$ cat src/hw/rtl/deq_pkg.sv
// ----------------------------------------------------------------------------
// deq_pkg: shared types and constants for the double-ended queue
// Request and response payloads, operation and status codes, and the
// circular index helpers used by the queue control.
// ----------------------------------------------------------------------------
package deq_pkg;

  // Number of entries held by the queue
  localparam int CAPACITY = 64;
  localparam int ADDR_W   = (CAPACITY > 1) ? $clog2(CAPACITY) : 1;
  localparam int CNT_W    = $clog2(CAPACITY + 1);
  localparam int DATA_W   = 32;

  // Operation codes
  typedef enum logic [1:0] {
    REQ_PUSH_FRONT = 2'd0,
    REQ_PUSH_REAR  = 2'd1,
    REQ_POP_FRONT  = 2'd2,
    REQ_POP_REAR   = 2'd3
  } req_e;

  // Status codes
  typedef enum logic [1:0] {
    ST_OK        = 2'd0,
    ST_OVERFLOW  = 2'd1,
    ST_UNDERFLOW = 2'd2,
    ST_RSVD      = 2'd3
  } status_e;

  typedef logic [ADDR_W-1:0] addr_t;
  typedef logic [CNT_W-1:0]  cnt_t;

  // Request payload
  typedef struct packed {
    logic [1:0]               req_type;
    logic signed [DATA_W-1:0] push_value;
  } req_t;

  // Response payload
  typedef struct packed {
    logic signed [DATA_W-1:0] pop_value;
    logic [1:0]               status;
    logic [CNT_W-1:0]         fill_count;
  } rsp_t;

  // Advance a position by an offset below CAPACITY, wrapping once
  function automatic addr_t wrap_add(addr_t pos, cnt_t off);
    logic [CNT_W:0] sum;
    sum = {{(CNT_W + 1 - ADDR_W){1'b0}}, pos} + {1'b0, off};
    if (sum >= (CNT_W + 1)'(CAPACITY)) begin
      sum = sum - (CNT_W + 1)'(CAPACITY);
    end
    return sum[ADDR_W-1:0];
  endfunction

  // Step a position back by one, wrapping at zero
  function automatic addr_t wrap_dec(addr_t pos);
    addr_t res;
    if (pos == '0) begin
      res = ADDR_W'(CAPACITY - 1);
    end else begin
      res = pos - ADDR_W'(1);
    end
    return res;
  endfunction

endpackage

$ cat src/hw/rtl/double_ended_queue_unit.sv
// ----------------------------------------------------------------------------
// double_ended_queue_unit: double-ended queue of signed 32-bit words
// Push or pop at either end of a circular buffer held in one RAM; every
// request yields one response with the popped word, a status and the fill.
// ----------------------------------------------------------------------------
//  channel   | signals           | transfer
//  ----------+-------------------+-------------------------------------------
//  request   | start, busy, req  | edge with start high and busy low
//  response  | done, rsp         | edge ending the single cycle done is high
//
//  One request is taken every cycle; busy stays low. The response appears
//  in the cycle after the request transfer, as the RAM read port that
//  returns the popped word is registered. Head and fill registers update
//  at the request edge, so a pop right after a push to the same entry
//  reads the new word. Reset clears head, fill and done; the RAM needs
//  no clearing. The receiver cannot stall, so the response is never held.
// ----------------------------------------------------------------------------
module double_ended_queue_unit (
  input  logic          clk,
  input  logic          rst,
  input  logic          start,
  output logic          busy,
  input  deq_pkg::req_t req,
  output logic          done,
  output deq_pkg::rsp_t rsp
);

  deq_pkg::addr_t head;
  deq_pkg::addr_t head_next;
  deq_pkg::cnt_t  count;
  deq_pkg::cnt_t  count_next;

  logic           accept;
  logic           is_push;
  logic           full;
  logic           empty;
  logic           mem_we;
  logic           mem_re;
  deq_pkg::addr_t waddr;
  deq_pkg::addr_t raddr;
  logic [deq_pkg::DATA_W-1:0] rdata;
  deq_pkg::status_e status_now;

  // Response stage registers
  logic             rsp_from_mem;
  deq_pkg::status_e rsp_status;
  deq_pkg::cnt_t    rsp_fill;

  assign busy    = 1'b0;
  assign accept  = start && !busy;
  assign is_push = (req.req_type == deq_pkg::REQ_PUSH_FRONT) ||
                   (req.req_type == deq_pkg::REQ_PUSH_REAR);
  assign full    = (count == deq_pkg::CNT_W'(deq_pkg::CAPACITY));
  assign empty   = (count == '0);

  // Decode request: addresses, RAM strobes and next pointer state
  always_comb begin
    head_next  = head;
    count_next = count;
    mem_we     = 1'b0;
    mem_re     = 1'b0;
    waddr      = head;
    raddr      = head;
    status_now = deq_pkg::ST_OK;
    if (is_push && full) begin
      status_now = deq_pkg::ST_OVERFLOW;
    end else if (!is_push && empty) begin
      status_now = deq_pkg::ST_UNDERFLOW;
    end
    case (req.req_type)
      deq_pkg::REQ_PUSH_FRONT: begin
        waddr = deq_pkg::wrap_dec(head);
      end
      deq_pkg::REQ_PUSH_REAR: begin
        waddr = deq_pkg::wrap_add(head, count);
      end
      deq_pkg::REQ_POP_FRONT: begin
        raddr = head;
      end
      deq_pkg::REQ_POP_REAR: begin
        raddr = deq_pkg::wrap_add(head, count - deq_pkg::CNT_W'(1));
      end
      default: begin
        raddr = head;
      end
    endcase
    if (accept && status_now == deq_pkg::ST_OK) begin
      if (is_push) begin
        mem_we     = 1'b1;
        count_next = count + deq_pkg::CNT_W'(1);
        if (req.req_type == deq_pkg::REQ_PUSH_FRONT) begin
          head_next = waddr;
        end
      end else begin
        mem_re     = 1'b1;
        count_next = count - deq_pkg::CNT_W'(1);
        if (req.req_type == deq_pkg::REQ_POP_FRONT) begin
          head_next = deq_pkg::wrap_add(head, deq_pkg::CNT_W'(1));
        end
      end
    end
  end

  // Pointer state
  always_ff @(posedge clk) begin
    if (rst) begin
      head  <= '0;
      count <= '0;
    end else begin
      head  <= head_next;
      count <= count_next;
    end
  end

  // Response strobe
  always_ff @(posedge clk) begin
    if (rst) begin
      done <= 1'b0;
    end else begin
      done <= accept;
    end
  end

  // Response payload, aligned with the RAM read
  always_ff @(posedge clk) begin
    if (accept) begin
      rsp_from_mem <= mem_re;
      rsp_status   <= status_now;
      rsp_fill     <= count_next;
    end
  end

  deq_ram #(
    .DEPTH (deq_pkg::CAPACITY),
    .WIDTH (deq_pkg::DATA_W),
    .ADDR_W(deq_pkg::ADDR_W)
  ) u_ram (
    .clk  (clk),
    .we   (mem_we),
    .waddr(waddr),
    .wdata(req.push_value),
    .re   (mem_re),
    .raddr(raddr),
    .rdata(rdata)
  );

  // Select popped word, fail marker or zero
  always_comb begin
    rsp.status     = rsp_status;
    rsp.fill_count = rsp_fill;
    if (rsp_from_mem) begin
      rsp.pop_value = rdata;
    end else if (rsp_status == deq_pkg::ST_UNDERFLOW) begin
      rsp.pop_value = '1;
    end else begin
      rsp.pop_value = '0;
    end
  end

  // Checks
  a_count_bound: assert property (@(posedge clk) disable iff (rst)
    count <= deq_pkg::CNT_W'(deq_pkg::CAPACITY))
    else $error("fill count above capacity");

  a_one_rsp: assert property (@(posedge clk) disable iff (rst)
    accept |=> done)
    else $error("request transfer without response");

  a_no_extra_rsp: assert property (@(posedge clk) disable iff (rst)
    !accept |=> !done)
    else $error("response without request transfer");

  a_fail_holds: assert property (@(posedge clk) disable iff (rst)
    (accept && status_now != deq_pkg::ST_OK) |=> (count == $past(count) &&
      head == $past(head)))
    else $error("failed request changed queue state");

  a_underflow_val: assert property (@(posedge clk) disable iff (rst)
    (done && rsp.status == deq_pkg::ST_UNDERFLOW) |-> (rsp.pop_value == '1 &&
      rsp.fill_count == '0))
    else $error("underflow response malformed");

endmodule

$ cat src/hw/rtl/deq_ram.sv
// ----------------------------------------------------------------------------
// deq_ram: simple dual-port synchronous RAM
// One write port and one read port, read data registered.
// ----------------------------------------------------------------------------
module deq_ram #(
  parameter int DEPTH  = 64,
  parameter int WIDTH  = 32,
  parameter int ADDR_W = (DEPTH > 1) ? $clog2(DEPTH) : 1
) (
  input  logic              clk,
  input  logic              we,
  input  logic [ADDR_W-1:0] waddr,
  input  logic [WIDTH-1:0]  wdata,
  input  logic              re,
  input  logic [ADDR_W-1:0] raddr,
  output logic [WIDTH-1:0]  rdata
);

  logic [WIDTH-1:0] mem [DEPTH];

  // Write port
  always_ff @(posedge clk) begin
    if (we) begin
      mem[waddr] <= wdata;
    end
  end

  // Registered read port
  always_ff @(posedge clk) begin
    if (re) begin
      rdata <= mem[raddr];
    end
  end

endmodule

$ cat config.mk
export PLATFORM = sky130hd
export DESIGN_NAME = double_ended_queue_unit
export DESIGN_NICKNAME = d
export VERILOG_FILES = /design/src/hw/rtl/deq_pkg.sv /design/src/hw/rtl/double_ended_queue_unit.sv /design/src/hw/rtl/deq_ram.sv
export SDC_FILE = /design/constraint.sdc
export NUM_CORES = 2
export LEC_CHECK = 0
export ABC_AREA = 1
export BUFFER_PORTS_ARGS = -buffer_cell sky130_fd_sc_hd__buf_2
export CORE_ASPECT_RATIO = 1.5
export CORE_MARGIN = 4
export CORE_UTILIZATION = 45
export DETAILED_ROUTE_END_ITERATION = 12
export GPL_TIMING_DRIVEN = 0
export SKIP_CTS_REPAIR_TIMING = 1
export SYNTH_ARGS = -nofsm -noshare
export SYNTH_HDL_FRONTEND = slang
export SYNTH_SLANG_ARGS = --single-unit
$ cat constraint.sdc
create_clock -name clk -period 7.8 [get_ports clk]
set_input_delay 0.78 -clock clk [delete_from_list [all_inputs] [get_ports clk]]
set_output_delay 0.78 -clock clk [all_outputs]
set_load 0.01 [all_outputs]
* After elaboration in Yosys (flattened, before gate mapping)
Memories as Yosys holds them, arrays and structs flattened. A register that Yosys moved wholly into a read port is not among the register bits. Index checks and enable logic that the tools add are counted. W data, S select, Z words.
Operators by class: add/subtract/negate cells 9, $mul 0, divide/modulo/power cells 0, magnitude comparators 3, equality and inequality tests 6, shift operators 0, multiplexer cells 21, bitwise logic cells 0, reduce and logical (&&, ||, !) cells 11
Operators with widths (number):
- $mux W32 | 2
- $mux W6 | 8
- $sub A6 B1 Y6 const B | 4
- $add A6 B7 Y8 | 2
- $ge A8 B7 Y1 const B | 2
- $mux W7 | 2
- $pmux W6 S2 | 1
- $add A6 B1 Y7 const B | 1
- $add A7 B1 Y7 const B | 1
- $eq A7 B7 Y1 const B | 1
- $ge A7 B7 Y1 const B | 1
- $logic_not A7 Y1 | 1
- $sub A7 B1 Y7 const B | 1
- $eq A2 B2 Y1 const B | 3
- $logic_not A6 Y1 | 1
- $mux W1 | 6
- $logic_not A2 Y1 | 2
- $mux W2 | 2
- $logic_and A1 B1 Y1 | 3
- $reduce_and A3 Y1 | 1
- $eq A2 B1 Y1 const B | 1
- $ne A2 B1 Y1 const B | 1
- $reduce_bool A2 Y1 | 1
- $logic_not A1 Y1 | 1
- $logic_or A1 B1 Y1 | 1
Storage, ports and cells: register bits 24, latch bits 0, RAM bits 2048, memory bits (read-only) 0, input port bits 37, output and inout bits 43, memories 1
Memory list:
- u_ram.mem | words 64, bits a word 32, rd ports 1, clocked after memory_dff 1, write ports 1, line deq_ram.sv:19 | logic [WIDTH-1:0] mem [DEPTH];

* Longest topological paths before layout
depth in word-level cells 11, depth in mapped cells 19, mapped depth without buffers 18

* Cells and area by module
From an unflattened synthesis, not the netlist that was laid out.
Unflattened totals: cell total of the unflattened synthesis 7132, area, all modules 85395.7 µm²
By module, submodules not included:
- deq_ram | times used 1, cells each 6769, area each 83058.4 µm², sequential area each 62459.9 µm²
- double_ended_queue_unit | times used 1, cells each 363, area each 2337.2 µm², sequential area each 580.6 µm²

* Worst setup path before layout
Ideal clock, no wire load.
path kind in2reg, start point in req[32] in the netlist's numbering, end point mem u_ram.mem[44][0], enable pin, arrival time 3414 ps, required time 7379 ps, setup slack 3965 ps, stages 10, path through buf_2 -> inv_1 -> nor2_1 -> inv_1 -> a21oi_1 -> o21a_1 -> a21oi_1 -> o21ai_1 -> nand3_1 -> nor2_1
Between the ends: cells in the longest elaborated chain, start to end 11, elaborated cells on any way between the ends 15, those cells by class 1 x eq/ne; 7 x mux; 7 x reduce/logical
Ends and longest elaborated chain:
- start, declared | line double_ended_queue_unit.sv:23 | input deq_pkg::req_t req,
- $eq A2 B1 Y1 or $logic_not A2 Y1 (tied branches) | line double_ended_queue_unit.sv:52, double_ended_queue_unit.sv:70, double_ended_queue_unit.sv:51
- $logic_or A1 B1 Y1 | line double_ended_queue_unit.sv:51 | assign is_push = (req.req_type == deq_pkg::REQ_PUSH_FRONT) ||
- $logic_not A1 Y1 | line double_ended_queue_unit.sv:67 | end else if (!is_push && empty) begin
- $logic_and A1 B1 Y1 | line double_ended_queue_unit.sv:67
- $mux W2 | line double_ended_queue_unit.sv:67
- $mux W2 | line double_ended_queue_unit.sv:65 | if (is_push && full) begin
- $logic_not A2 Y1 | line double_ended_queue_unit.sv:87 | if (accept && status_now == deq_pkg::ST_OK) begin
- $logic_and A1 B1 Y1 | line double_ended_queue_unit.sv:87
- $mux W1 | line double_ended_queue_unit.sv:87
- $mux W1 | line deq_ram.sv:23 | if (we) begin
- $mux W1 (not written as such) | line deq_ram.sv:24 | mem[waddr] <= wdata;
- end, declared | line deq_ram.sv:19
Several ways; a longest one is shown, not always the timed one.

* Worst setup path in the final report
start point reg count[0], end point reg u_ram.rdata[18] (read register of u_ram.mem), data pin
Between the ends: cells in the longest elaborated chain, start to end 7, elaborated cells on any way between the ends 15, those cells by class 3 x add/sub; 1 x order compare; 1 x eq/ne; 5 x mux; 5 x reduce/logical
Ends and longest elaborated chain:
- start, declared | line double_ended_queue_unit.sv:30 | deq_pkg::cnt_t count;
- start signal, assigned | line double_ended_queue_unit.sv:111 | count <= count_next;
- parallel branches: the longest is 7 deep, another holds $add A6 B7 Y8
- end, declared | line deq_ram.sv:16 | output logic [WIDTH-1:0] rdata
Several ways; the timed one is not identified. A chain may end at the register's enable or synchronous reset.

==> impl_results.md <==
- Lkg Pwr: around 0.042 uW
- Share of layout cells above drive strength 1: 0.0825
- Layout area overhead: 13.7%
- Clock latency on the worst-skew pair: between 0.8 and 0.9 ns
- Final net count: approximately 9100
- WHS: ~0.18 ns
- PD cells: ~290 nW/um^2
- Ys Warns: 0
- Syn avg cell area: approximately 11 um^2
- CTS sink cnt: around 2100
- Pre-CTS WS: 2.13 ns
- Reg2reg path depth: 15
- R2r endpoint: u_ram.rdata[18]$_DFFE_PP_
- Die area: 212000 um^2
- CTS root buf: clkbuf_16
- Skew final: about 0.044 ns
- Worst Hold Class: in -> reg
- Critical Path RT: approximately 8.4 ns
- Clk buf depth: 4
- Violated checks: capacitance limit, slew limit
- Clock slew at reported path FFs: ~0.06 ns
- CP Capture Point: u_ram.rdata[18]$_DFFE_PP_
- Largest family of logic cells by synthesized area: simple AND/OR/NAND/NOR gates
- Rel. slew slack: -0.0127
- DRC violations left: 0
- R2R Setup Slk: approximately 1.9 ns
- Compound-Gate Fraction of Synth Area: 0.00805
- Worst slew pin tran: between 1.5 and 2 ns
- Tot GR Track Use: 0.296
- DRT Wirelength: approximately 320 mm
- Detailed router's first-iteration violation count: roughly 7600
- Util after Layout: 0.516
- CP Launch Point: count[0]$_SDFF_PP0_
- Vias per inst: approximately 5.5
- Synth Register Bits: roughly 2100
- Placed cell area: 98100 um^2
- Setup crit start kind: flop
- Post-synthesis instance total: about 8700
- # setup viols final: 0
- Num rows: between 200 and 250
- Total gr overflow: 0
- GP Congestion: between 0.9 and 1
- Syn Nets: just under 9000
- Die height: around 560 um
- WHS Path Cells: 1
- Max Cap Viol: 2
- Setup TNS Final: 0 ns
- Seq/Total Area, Yosys: 0.686
- CTS HTree Levels: 4
- Post-synth top area share: 0.683
- Post-synthesis mux area share: 0
- Min Tclk post-route: between 5 and 6 ns
- Post-synth top area cell: edfxtp_1
- FMAX: 0.169 GHz
- Worst VDD drop: 0.000208 V
- TritonCTS clock tree: yes
- Final Cell Area: approximately 100000 um^2
- CP Class: reg -> reg
- Data arrival, critical path: 6.49 ns
- CTS Buf Count: 200
- # fillers: 17600
- Period Utilization, post-route: 0.759
- Core Region: 202000 um^2
- Post-synthesis cell area: roughly 92000 um^2
- R2r startpoint: count[0]$_SDFF_PP0_
- Outcome: complete, but fails checks
- Largest net degree at the start of global routing: 65
- Pre-antenna DRT Iters: 6
- Initial Util: 0.454
- Simple-Gate Fraction of Synth Area: 0.215
- RSZ-0062 raised after global routing: false
- Synth Area in Adders: 0.00261
- Hold Vio Cnt, Final: 0
- Post-DP HPWL: about 220 mm
- I/O Buffers: 76
- Initial antenna violation count: 18
- Slew Limit Fails: 9
- DR WL/cell: ~27 um
- Distinct cells, synth: 36
- Final ANT Viol Nets: 0
- First-pass GRT wire length: 445 mm
- Die width: 377 um
- Vias: between 60000 and 70000
- I/O pin cnt: 80
- Setup WS post-layout: 1.88 ns
- XOR/XNOR Fraction of Synth Area: 0.00124
- Synth area leaders: edfxtp_1 (68%), nand3_1 (10%), nand2_1 (8.6%)
- Worst Path Max Fanout: 10
- Vias in the first global route: roughly 62000
- Worst Setup End Kind: flop
[synthesized netlist by cell type]
library cell	instances
conb_1	1
buf_2	234
nand3b_1	256
o21ai_1	2
clkbuf_1	198
nand2_4	1
o21a_1	1
and2_0	1
and3_1	1
buf_1	60
or3b_2	1
inv_2	3
or2_2	2
nand2_1	2110
nand2_2	2
a21oi_1	20
o21ai_2	1
nor3_1	3
xor2_1	11
edfxtp_1	2090
o31ai_1	1
dfxtp_1	14
nand3_2	1
nand3_1	1888
fa_1	2
nor2_1	89
o211ai_1	3
o21ai_0	112
xnor2_1	2
ha_1	16
inv_1	1546
buf_4	3
nand4_1	9
o21bai_1	2
a21boi_0	1
nor3b_1	1
[worst max-delay path, cell delays in order, from the launching register on]
cell and delay [ns]:
dfxtp_1 0.44, inv_1 0.17, ha_1 0.28, xnor2_1 0.15, inv_1 0.08, ha_1 0.33
nand2_1 0.13, nand2_1 0.07, o21ai_1 0.70, buf_2 0.59, clkbuf_1 1.10, nand3_1 0.28
nand3_1 0.20, nand3_1 0.46, nand3_1 0.50, nand2_1 0.12
[area by class of cell]
cell class / instances / area (um^2) / share of cell area
Clock buffer: 239 / 5220 / 0.0499
Tap cell: 2652 / 3320 / 0.0318
Timing Repair Buffer: 164 / 2440 / 0.0234
Clock inverter: 119 / 1040 / 0.00992
Sequential cell: 2104 / 63000 / 0.604
Buffer: 495 / 2170 / 0.0207
Antenna cell: 16 / 40.0 / 0.000383
Inverter: 1549 / 5810 / 0.0557
Multi-Input combinational cell: 4540 / 21400 / 0.205
[kinds of logic after synthesis]
logic type	Yosys count
DFF	2104
buffers and inverters	2044
xor gates and xnor gates	13
AOI/OAI and AO/OA	143
other	1
and+or+nand+nor	4365
adders and majority gates	18
[metal layers]
| layer | GRT usage | wire (um) | part of all wire |
|---|---|---|---|
| met4 | 0.254 | 33000 | 0.10 |
| met5 | 0 | 25 | 0.000078 |
| met3 | 0.0378 | 24000 | 0.075 |
| met1 | 0.345 | 112000 | 0.35 |
| met2 | 0.486 | 152000 | 0.47 |
[through the flow]
| stage | power [uW] | cells |
|---|---|---|
| 2_1_floorplan | 17000 | 8688 |
| 5_1_grt | 31400 | 11900 |
| 4_1_cts | 30400 | 11900 |
| 3_5_place_dp | 21000 | 11500 |
| 6_report | 30600 | 11900 |
| 3_3_place_gp | 20800 | 11400 |
[layout by cell type, fill, tap and decap left out, types with 3 or more instances in the layout]
| cell type | n |
|---|---|
| diode_2 | 16 |
| nand3_1 | 1888 |
| bufinv_16 | 18 |
| buf_4 | 34 |
| inv_2 | 3 |
| dfxtp_1 | 14 |
| nand4_1 | 9 |
| buf_2 | 279 |
| clkinv_1 | 42 |
| buf_12 | 58 |
| xor2_1 | 11 |
| buf_16 | 30 |
| o211ai_1 | 3 |
| clkbuf_16 | 203 |
| nand2_1 | 2110 |
| clkbuf_1 | 231 |
| clkinvlp_4 | 5 |
| buf_1 | 60 |
| edfxtp_1 | 2090 |
| nor3_1 | 3 |
| nor2_1 | 24 |
| a21oi_1 | 20 |
| inv_1 | 1546 |
| o21ai_0 | 112 |
| clkinv_2 | 46 |
| inv_6 | 5 |
| ha_1 | 16 |
| nand3b_1 | 256 |
| clkinv_4 | 3 |
| nor2_4 | 65 |
| clkbuf_2 | 3 |
[worst min-delay path by stage]
stage | slack [ns] | startpoint | to
5_1_grt | 0.15 | req[8] | u_ram.mem[30][8]$_DFFE_PP_
6_report | 0.18 | req[8] | u_ram.mem[31][8]$_DFFE_PP_
4_1_cts | 0.13 | req[8] | u_ram.mem[31][8]$_DFFE_PP_
3_5_place_dp | 0.52 | count[6]$_SDFF_PP0_ | count[6]$_SDFF_PP0_
3_3_place_gp | 0.49 | count[6]$_SDFF_PP0_ | count[6]$_SDFF_PP0_
2_1_floorplan | 0.48 | count[6]$_SDFF_PP0_ | count[6]$_SDFF_PP0_
[power breakdown]
part | internal [uW] | total, uW | switching [uW] | leakage (uW)
clock network | 5350 | 9610 | 4260 | 0.00308
logic | 1890 | 8290 | 6400 | 0.0202
registers | 12600 | 12700 | 55.8 | 0.0189
total | 19900 | 30600 | 10700 | 0.0422
[flip-flops by register name, summed over array words and instances, names as in the netlist]
register	flops
rsp_status	2
done	1
u_ram.mem	2048
count	7
u_ram.rdata	32
rsp_fill	7
rsp_from_mem	1
head	6
No activity file was read; power rests on OpenSTA's default activity.
